**config.mk**
```make
export PLATFORM = sky130hd
export DESIGN_NAME = integer_set_table_core
export DESIGN_NICKNAME = d
export VERILOG_FILES = /design/src/sv/ist_pkg.sv /design/src/sv/ist_ram.sv /design/src/sv/ist_scan.sv /design/src/sv/integer_set_table_core.sv
export SDC_FILE = /design/constraint.sdc
export NUM_CORES = 1
export LEC_CHECK = 0
export BUFFER_PORTS_ARGS = -buffer_cell sky130_fd_sc_hd__buf_2
export CAP_MARGIN = 20
export CELL_PAD_IN_SITES_DETAIL_PLACEMENT = 0
export CELL_PAD_IN_SITES_GLOBAL_PLACEMENT = 1
export CORE_ASPECT_RATIO = 0.6
export CORE_UTILIZATION = 30
export DETAILED_ROUTE_END_ITERATION = 6
export GPL_ROUTABILITY_DRIVEN = 0
export PLACE_DENSITY_LB_ADDON = 0.1
export SLEW_MARGIN = 5
export SYNTH_ARGS = -nofsm -noshare
export SYNTH_HDL_FRONTEND = slang
export SYNTH_SLANG_ARGS = --single-unit
```
**constraint.sdc**
```tcl
create_clock -name clk_i -period 10.99 [get_ports clk_i]
set_input_delay 2.198 -clock clk_i [delete_from_list [all_inputs] [get_ports clk_i]]
set_output_delay 2.198 -clock clk_i [all_outputs]
set_load 0.02 [all_outputs]
```
**src/sv/ist_pkg.sv**
```systemverilog
package ist_pkg;

  localparam int unsigned CAPACITY = 16;
  localparam int unsigned ValW     = 32;
  localparam int unsigned IdxW     = (CAPACITY > 1) ? $clog2(CAPACITY) : 1;
  localparam int unsigned CntW     = $clog2(CAPACITY + 1);
  localparam int unsigned CountW   = 5;

  typedef enum logic [1:0] {
    KIND_ADD    = 2'd0,
    KIND_REMOVE = 2'd1,
    KIND_QUERY  = 2'd2
  } kind_e;

  typedef struct packed {
    logic [1:0]             kind;
    logic signed [ValW-1:0] value;
  } req_t;

  typedef struct packed {
    logic              was_present;
    logic [CountW-1:0] count;
    logic              is_empty;
    logic              rejected;
  } res_t;

  typedef struct packed {
    logic            done;
    logic            hit;
    logic [IdxW-1:0] hit_idx;
    logic            free;
    logic [IdxW-1:0] free_idx;
  } scan_t;

endpackage

```
**src/sv/ist_ram.sv**
```systemverilog
module ist_ram #(
  parameter int unsigned Width = 32,
  parameter int unsigned Depth = 16
) (
  input  logic                                     clk_i,
  input  logic                                     we_i,
  input  logic [((Depth > 1) ? $clog2(Depth) : 1)-1:0] waddr_i,
  input  logic [Width-1:0]                         wdata_i,
  input  logic                                     re_i,
  input  logic [((Depth > 1) ? $clog2(Depth) : 1)-1:0] raddr_i,
  output logic [Width-1:0]                         rdata_o
);

  logic [Width-1:0] mem_q [Depth];
  logic [Width-1:0] rdata_q;

  always_ff @(posedge clk_i) begin
    if (we_i) begin
      mem_q[waddr_i] <= wdata_i;
    end
    if (re_i) begin
      rdata_q <= mem_q[raddr_i];
    end
  end

  assign rdata_o = rdata_q;

endmodule

```
**src/sv/ist_scan.sv**
```systemverilog
module ist_scan import ist_pkg::*; (
  input  logic                clk_i,
  input  logic                rst_ni,
  input  logic                go_i,
  input  logic [ValW-1:0]     value_i,
  input  logic [CAPACITY-1:0] valid_i,
  output logic                rd_en_o,
  output logic [IdxW-1:0]     rd_addr_o,
  input  logic [ValW-1:0]     rd_data_i,
  output scan_t               scan_o
);

  localparam logic [IdxW-1:0] LastIdx = IdxW'(CAPACITY - 1);

  typedef enum logic [2:0] {
    S_IDLE = 3'b001,
    S_SCAN = 3'b010,
    S_LAST = 3'b100
  } scan_state_e;

  scan_state_e     state_q, state_d;
  logic [IdxW-1:0] addr_q, addr_d;
  logic            cmp_pend_q, cmp_pend_d;
  logic [IdxW-1:0] cmp_idx_q, cmp_idx_d;
  logic            hit_q, hit_d;
  logic [IdxW-1:0] hit_idx_q, hit_idx_d;
  logic            free_q, free_d;
  logic [IdxW-1:0] free_idx_q, free_idx_d;
  logic            done_q, done_d;
  logic            entry_valid;

  assign entry_valid = valid_i[cmp_idx_q];

  always_comb begin
    state_d    = state_q;
    addr_d     = addr_q;
    cmp_pend_d = 1'b0;
    cmp_idx_d  = addr_q;
    hit_d      = hit_q;
    hit_idx_d  = hit_idx_q;
    free_d     = free_q;
    free_idx_d = free_idx_q;
    done_d     = 1'b0;
    rd_en_o    = 1'b0;

    case (state_q)
      S_IDLE: begin
        if (go_i) begin
          state_d = S_SCAN;
          addr_d  = '0;
          hit_d   = 1'b0;
          free_d  = 1'b0;
        end
      end
      S_SCAN: begin
        rd_en_o    = 1'b1;
        cmp_pend_d = 1'b1;
        if (addr_q == LastIdx) begin
          state_d = S_LAST;
        end else begin
          addr_d = addr_q + 1'b1;
        end
      end
      S_LAST: begin
        state_d = S_IDLE;
        done_d  = 1'b1;
      end
      default: begin
        state_d = S_IDLE;
      end
    endcase

    if (cmp_pend_q) begin
      if (entry_valid && (rd_data_i == value_i) && !hit_q) begin
        hit_d     = 1'b1;
        hit_idx_d = cmp_idx_q;
      end
      if (!entry_valid && !free_q) begin
        free_d     = 1'b1;
        free_idx_d = cmp_idx_q;
      end
    end
  end

  always_ff @(posedge clk_i or negedge rst_ni) begin
    if (!rst_ni) begin
      state_q    <= S_IDLE;
      cmp_pend_q <= 1'b0;
      done_q     <= 1'b0;
      hit_q      <= 1'b0;
      free_q     <= 1'b0;
    end else begin
      state_q    <= state_d;
      cmp_pend_q <= cmp_pend_d;
      done_q     <= done_d;
      hit_q      <= hit_d;
      free_q     <= free_d;
    end
  end

  always_ff @(posedge clk_i) begin
    addr_q     <= addr_d;
    cmp_idx_q  <= cmp_idx_d;
    hit_idx_q  <= hit_idx_d;
    free_idx_q <= free_idx_d;
  end

  assign rd_addr_o       = addr_q;
  assign scan_o.done     = done_q;
  assign scan_o.hit      = hit_q;
  assign scan_o.hit_idx  = hit_idx_q;
  assign scan_o.free     = free_q;
  assign scan_o.free_idx = free_idx_q;

  a_done_pulse: assert property (@(posedge clk_i) disable iff (!rst_ni)
    done_q |=> !done_q)
    else $error("Scan completion lasted more than one cycle.");

  a_go_idle_only: assert property (@(posedge clk_i) disable iff (!rst_ni)
    (state_q == S_LAST) |=> (state_q == S_IDLE) && done_q)
    else $error("Scan did not complete after its last compare.");

  a_compare_in_scan: assert property (@(posedge clk_i) disable iff (!rst_ni)
    cmp_pend_q |-> (state_q != S_IDLE))
    else $error("Compare pending while the scan was idle.");

endmodule

```
**src/sv/integer_set_table_core.sv**
```systemverilog
// Channel   Ports                      Transfer condition
// request   start, busy, req_i         start && !busy at a rising edge
// result    res_valid_o, res_o         res_valid_o high for one cycle
//
// An item's time from its transfer to its result strobe is set by the value
// memory's single read port, which the scan walks one entry per cycle, plus
// its registered read and the final update.
// Busy drops in the same cycle the result is shown, so the next item can
// be taken then. Reset clears the valid bits and the count at once.
// The receiver cannot stall; results are never held back.
module integer_set_table_core import ist_pkg::*; (
  input  logic clk_i,
  input  logic rst_ni,
  input  logic start,
  output logic busy,
  input  req_t req_i,
  output logic res_valid_o,
  output res_t res_o
);

  logic                busy_q, busy_d;
  req_t                req_q;
  logic [CAPACITY-1:0] valid_q, valid_d;
  logic [CntW-1:0]     count_q, count_d;
  logic                res_valid_q;
  res_t                res_q, res_d;
  logic                accept;
  logic                ram_we;
  logic                rd_en;
  logic [IdxW-1:0]     rd_addr;
  logic [ValW-1:0]     rd_data;
  scan_t               scan;
  logic [CntW+CountW-1:0] count_ext;
  logic                rejected;

  assign accept = start && !busy_q;

  ist_ram #(
    .Width(ValW),
    .Depth(CAPACITY)
  ) u_value_ram (
    .clk_i  (clk_i),
    .we_i   (ram_we),
    .waddr_i(scan.free_idx),
    .wdata_i(req_q.value),
    .re_i   (rd_en),
    .raddr_i(rd_addr),
    .rdata_o(rd_data)
  );

  ist_scan u_scan (
    .clk_i    (clk_i),
    .rst_ni   (rst_ni),
    .go_i     (accept),
    .value_i  (req_q.value),
    .valid_i  (valid_q),
    .rd_en_o  (rd_en),
    .rd_addr_o(rd_addr),
    .rd_data_i(rd_data),
    .scan_o   (scan)
  );

  always_comb begin
    busy_d   = busy_q;
    valid_d  = valid_q;
    count_d  = count_q;
    ram_we   = 1'b0;
    rejected = 1'b0;

    if (accept) begin
      busy_d = 1'b1;
    end

    if (scan.done) begin
      busy_d = 1'b0;
      if (req_q.kind == KIND_ADD) begin
        if (!scan.hit) begin
          if (scan.free) begin
            ram_we                  = 1'b1;
            valid_d[scan.free_idx]  = 1'b1;
            count_d                 = count_q + 1'b1;
          end else begin
            rejected = 1'b1;
          end
        end
      end else if (req_q.kind == KIND_REMOVE) begin
        if (scan.hit) begin
          valid_d[scan.hit_idx] = 1'b0;
          count_d               = count_q - 1'b1;
        end
      end
    end

    count_ext         = {{CountW{1'b0}}, count_d};
    res_d.was_present = scan.hit;
    res_d.count       = count_ext[CountW-1:0];
    res_d.is_empty    = (count_d == '0);
    res_d.rejected    = rejected;
  end

  always_ff @(posedge clk_i or negedge rst_ni) begin
    if (!rst_ni) begin
      busy_q      <= 1'b0;
      valid_q     <= '0;
      count_q     <= '0;
      res_valid_q <= 1'b0;
    end else begin
      busy_q      <= busy_d;
      valid_q     <= valid_d;
      count_q     <= count_d;
      res_valid_q <= scan.done;
    end
  end

  always_ff @(posedge clk_i) begin
    if (accept) begin
      req_q <= req_i;
    end
    if (scan.done) begin
      res_q <= res_d;
    end
  end

  assign busy        = busy_q;
  assign res_valid_o = res_valid_q;
  assign res_o       = res_q;

  a_count_matches_valid: assert property (@(posedge clk_i) disable iff (!rst_ni)
    $countones(valid_q) == int'(count_q))
    else $error("Element count disagrees with the valid bits.");

  a_empty_flag: assert property (@(posedge clk_i) disable iff (!rst_ni)
    res_valid_q |-> (res_q.is_empty == (count_q == '0)))
    else $error("Empty flag disagrees with the element count.");

  a_reject_new_only: assert property (@(posedge clk_i) disable iff (!rst_ni)
    (res_valid_q && res_q.rejected) |-> !res_q.was_present && (valid_q == '1))
    else $error("Add rejected although the value was present or a slot was free.");

  a_accept_busy: assert property (@(posedge clk_i) disable iff (!rst_ni)
    accept |=> busy_q && !res_valid_q)
    else $error("Transfer did not start a scan.");

endmodule

```
* Yosys cells after proc, flatten, opt, wreduce, memory -nomap -nowiden
Memories as Yosys holds them, arrays and structs flattened. A register that Yosys moved wholly into a read port is not among the register bits. Index checks and enable logic that the tools add are counted.
Word-level totals: register bits 88, RAM bits 512, input port bits 37, output and inout bits 10, logic and storage cells 107, memories kept 1
Cells by class: add/subtract/negate cells 3, magnitude comparators 5, eq/ne operators 11, mux-type cells 42, bitwise operators 4, reduce and logical (&&, ||, !) cells 22
Memory list:
- u_value_ram.mem_q | depth 16, width 32, read ports 1, clocked after Yosys merged registers in 1, write ports 1, line ist_ram.sv:14 | logic [Width-1:0] mem_q [Depth];
Operator list (number):
- $mux 16 | 5
- $eq 32x32->1 | 1
- $mux 5 | 6
- $mux 1 | 22
- $and 16x16->16 | 1
- $not 16->16 | 1
- $or 16x16->16 | 1
- $lt 4x5->1 const B | 3
- $demux 1 s4 | 2
- $ge 4x1->1 const B | 2
- $mux 4 | 2
- $pmux 4 s2 | 1
- $reduce_bool 2->1 | 4
- $logic_and 1x1->1 | 6
- $mux 3 | 2
- $ne 2x2->1 const B | 3
- $pmux 3 s2 | 1
- $reduce_and 2->1 | 3
- $add 5x1->5 const B | 1
- $logic_not 5->1 | 1
- $reduce_and 5->1 | 1
- $sub 5x1->5 const B | 1
- $add 4x1->4 const B | 1
- $bmux 1 s4 | 1
- other kinds (11) | 15

* Depth between registers and ports, before layout
depth in word-level cells 9, gate-level depth with buffers 7, gate-level depth less buffers 6

* Modules after synthesis
Synthesis repeated with hierarchy kept, for this count alone.
Second synthesis, totals: cell total of the unflattened synthesis 1090, area, all modules 23854.1 um^2
Modules (own cells, without submodules):
- ist_ram | times used 1, cells an instance 838, area an instance 20155.6 um^2, sequential area each 16335.7 um^2
- integer_set_table_core | times used 1, cells an instance 156, area an instance 2433.6 um^2, sequential area each 1836.8 um^2
- ist_scan | times used 1, cells an instance 96, area an instance 1265.0 um^2, sequential area each 616.8 um^2

* Least setup slack after synthesis
OpenSTA, ideal clock, no wires.
kind input port to flip-flop, from input port start, to register u_scan.addr_q[0], in the netlist u_scan.rd_addr_o[0] (enable), setup time 361 ps, arrival 4414 ps, required time 10629 ps, setup slack 6215 ps, stages 3, path buffers 0, path through nor2b_1 -> nand3_1 -> o21ai_0
On the way: longest elaborated chain between the ends 3
RTL lines:
- start: declaration | line integer_set_table_core.sv:14 | input logic start,
- $logic_and 1x1->1 | line integer_set_table_core.sv:36 | assign accept = start && !busy_q;
- $ne 2x2->1 (no line)
- $reduce_and 3->1 (no line)
- end signal: assignment | line ist_scan.sv:102 | addr_q <= addr_d;
- end: declaration | line ist_scan.sv:22 | logic [IdxW-1:0] addr_q, addr_d;
No other way between the ends. A chain may end at the register's enable or synchronous reset.

==> results.toml <==
[grt]
overflow = 0
grt_antenna_before_repair = 0
groute.usage.overall_pct = 15.1
grt_max_degree = 132
grt_pass1_wl_um = 85500
grt_pass1_vias = 11000

[floorplanning]
io_pins = 47
fp.dieArea_um2 = 80600
core_area_um2 = 78100
die_h_um = 220
initial_core_util_pct = 30.5
chipWidth_um = 366
rows = 79

[synthesis]
ys_dominant_reg_cell = "edfxtp_1"
synth_edf_count = 598
synth-compound-area-share_pct = 1.02
synth_top_family_by_area = "multiplexers"
avgSynthCellArea_um2 = 24.0
synth_cell_types = 51
synth_area_um2 = 23800
synthSimpleGateAreaFrac_pct = 1.95
ys_seq_elements = 632
async_reset_ff_share_pct = 4.75
synth.area.mux_share_pct = 15.7
yosysSeqAreaShare_pct = 78.8
netlist_instances = 992
synth_fp_nets = 1032
synthAdderAreaFrac_pct = 0.157
synthXorXnorAreaFrac_pct = 1.36
yosysWarnings = 0

[critical_path]
worst-setup-path-type = "reg -> reg"
cp.required_ps = 11350
setup.worst_path.start = "u_scan.rd_addr_o[0]"
crit_path_top_delay_cell = "buf_4"
rr_worst_depth = 4
crit_path_end_kind = "register"
cp-start-kind = "register"
crit_chain = "buf_4 > buf_4 > mux4_2 > mux4_2"
arrival_ps = 3820
max_stage_delay_ps = 720
r2r_start = "u_scan.rd_addr_o[0]"
r2r_slack_ps = 7530
critical_path_buf_inv_count = 2
rr_endpoint = "u_value_ram.rdata_o[24]"
path_max_fanout = 35
path_delay_family = "buffers and inverters"

[drt]
routed_via_density = 4.86
wire_per_inst_um = 27.4
wl_um = 60000
drt_pass1_iterations = 4
vias = 10700
drcViolationCount = 0
initialDrtViolationCount = 845
antenna_left = 0

[cts]
cts_made_buffers = 61
path_clk_slew_ps = 70
clockRootBuffer = "clkbuf_16"
cts.sinks = 632
clock_latency_ps = 630
cts_tree = "yes"
post_cts_resized = 0
cts_hold_buf = 0
htreeDepth = 2
cts_setup_buffers = 0
clockBufferDepth = 3

[timing]
fin_ws_ps = 7530
fin_crit_sh_pct = 31.5
grt_setup_unrepaired = "false"
worst_slew_pin_slew_ps = 1030
hold_viol = 0
final_max_slew_viol_count = 0
period_needed_ps = 3460
clock_skew_ps = 13.1
tns_ps = 0
whs_ps = 461
finalSetupViolCount = 0
relSlewSlack_pct = 31.4
fmaxAchievable_mhz = 289

[min_path]
hold_end = "u_scan.done_q"
hp-start = "u_scan.state_q[1]"
min_path_cells = 1
hold_class = "reg -> reg"

[power]
p_leak_uw = 0.00872
ir_drop_mv = 0.111
powerDensity_nw_per_um2 = 172

[finish]
final_cell_mix = "edfxtp_1, mux4_2, clkbuf_16, buf_2, xnor2_1"
antenna_cells = 0
nFillCells = 7220
fin_nets = 1128
final_common_cell = "edfxtp_1"
drive_above_1_share_pct = 30.7
areaGrowthSynthToFinish_pct = 15.3

[place]
place_ws_ps = 6910
dp_hpwl_um = 29700
port-buffer-count = 46

[flow_run]
maxCapViolations = 0

[status]
outcome = "completed"
report_power, final:
group	internal, µW	switching, µW
logic	4.66	4.32
registers	2600	0.139
clock network	1210	907
cells by family (layout without fill, tap and decap cells):
group	after synthesis	after routing
AND/OR/NAND/NOR	77	77
buffers and inverters	46	192
AO/OA/AOI/OAI	30	30
multiplexers	167	167
flip-flops	632	632
adder cells (fa/ha/maj)	3	3
XOR/XNOR	37	37
how the worst max path moves through the flow:
stage	slack, ps	cells past startpoint	end
CTS	7410	4	u_value_ram.rdata_o[24]
global placement	6960	5	u_scan.rd_addr_o[1]
finish	7530	4	u_value_ram.rdata_o[24]
detailed placement	6910	5	u_scan.rd_addr_o[2]
floorplan	6220	3	u_scan.rd_addr_o[0]
global route	7250	4	u_value_ram.rdata_o[29]
sequential cells by signal (all words and copies together), names as in the netlist, 5 cells and up:
name,flops
u_value_ram.rdata_o,32
req_q,34
u_value_ram.mem_q,512
valid_q,16
res_o,8
count_q,5
cell type report:
type	instances	area [µm²]	share of cell area, %
Clock buffer	83	1680	6.12
Multi-Input combinational cell	314	4930	17.9
Clock inverter	30	300	1.09
Tap cell	1053	1320	4.79
Sequential cell	632	18800	68.3
Inverter	5	18.8	0.0683
Timing Repair Buffer	74	453	1.65
synth_stat cells (2+ instances only):
cell type / number / share of area, %
a21o_1: 2 / 0.063
dfrtp_1: 29 / 3.0
nor4_1: 4 / 0.10
or3_1: 4 / 0.10
o21bai_1: 2 / 0.063
dfxtp_1: 4 / 0.34
clkbuf_1: 12 / 0.19
nand4b_1: 2 / 0.073
nand3_1: 4 / 0.084
buf_2: 7 / 0.15
ha_1: 3 / 0.16
nor3b_1: 2 / 0.063
o32a_2: 3 / 0.14
o21ai_0: 6 / 0.13
and2_1: 3 / 0.079
xnor2_1: 31 / 1.1
nor2_1: 16 / 0.25
nor2_2: 3 / 0.079
buf_4: 9 / 0.28
mux4_1: 4 / 0.44
buf_6: 2 / 0.094
xor2_1: 6 / 0.22
nor3_1: 4 / 0.084
nand2_1: 8 / 0.13
buf_1: 11 / 0.17
o32a_1: 7 / 0.29
mux4_2: 161 / 15
nand2b_1: 5 / 0.13
o22a_1: 5 / 0.18
nand4_1: 11 / 0.29
inv_1: 5 / 0.079
edfxtp_1: 598 / 75
per-layer routing:
metal / track usage, % / up-vias / wire, µm
met5: 0 / - / 0
met4: 3.10 / 0 / 827
met3: 2.85 / 67 / 2630
met2: 22.6 / 218 / 26500
met1: 22.8 / 5926 / 30100
li1: - / 4441 / -
stage by stage:
| stage | instances | utilization (%) | instance area (µm²) | power, µW |
|---|---|---|---|---|
| floorplan | 992 | - | 23800 | 2650 |
| finish | 2191 | 35.2 | 27500 | 4720 |
| detailed placement | 2078 | 32.7 | 25500 | 2660 |
| global placement | 2078 | 32.7 | 25500 | 2660 |
| global route | 2191 | 35.2 | 27500 | 4880 |
| CTS | 2191 | 35.2 | 27500 | 4790 |
Note: power is estimated with default switching activity, not from simulation.
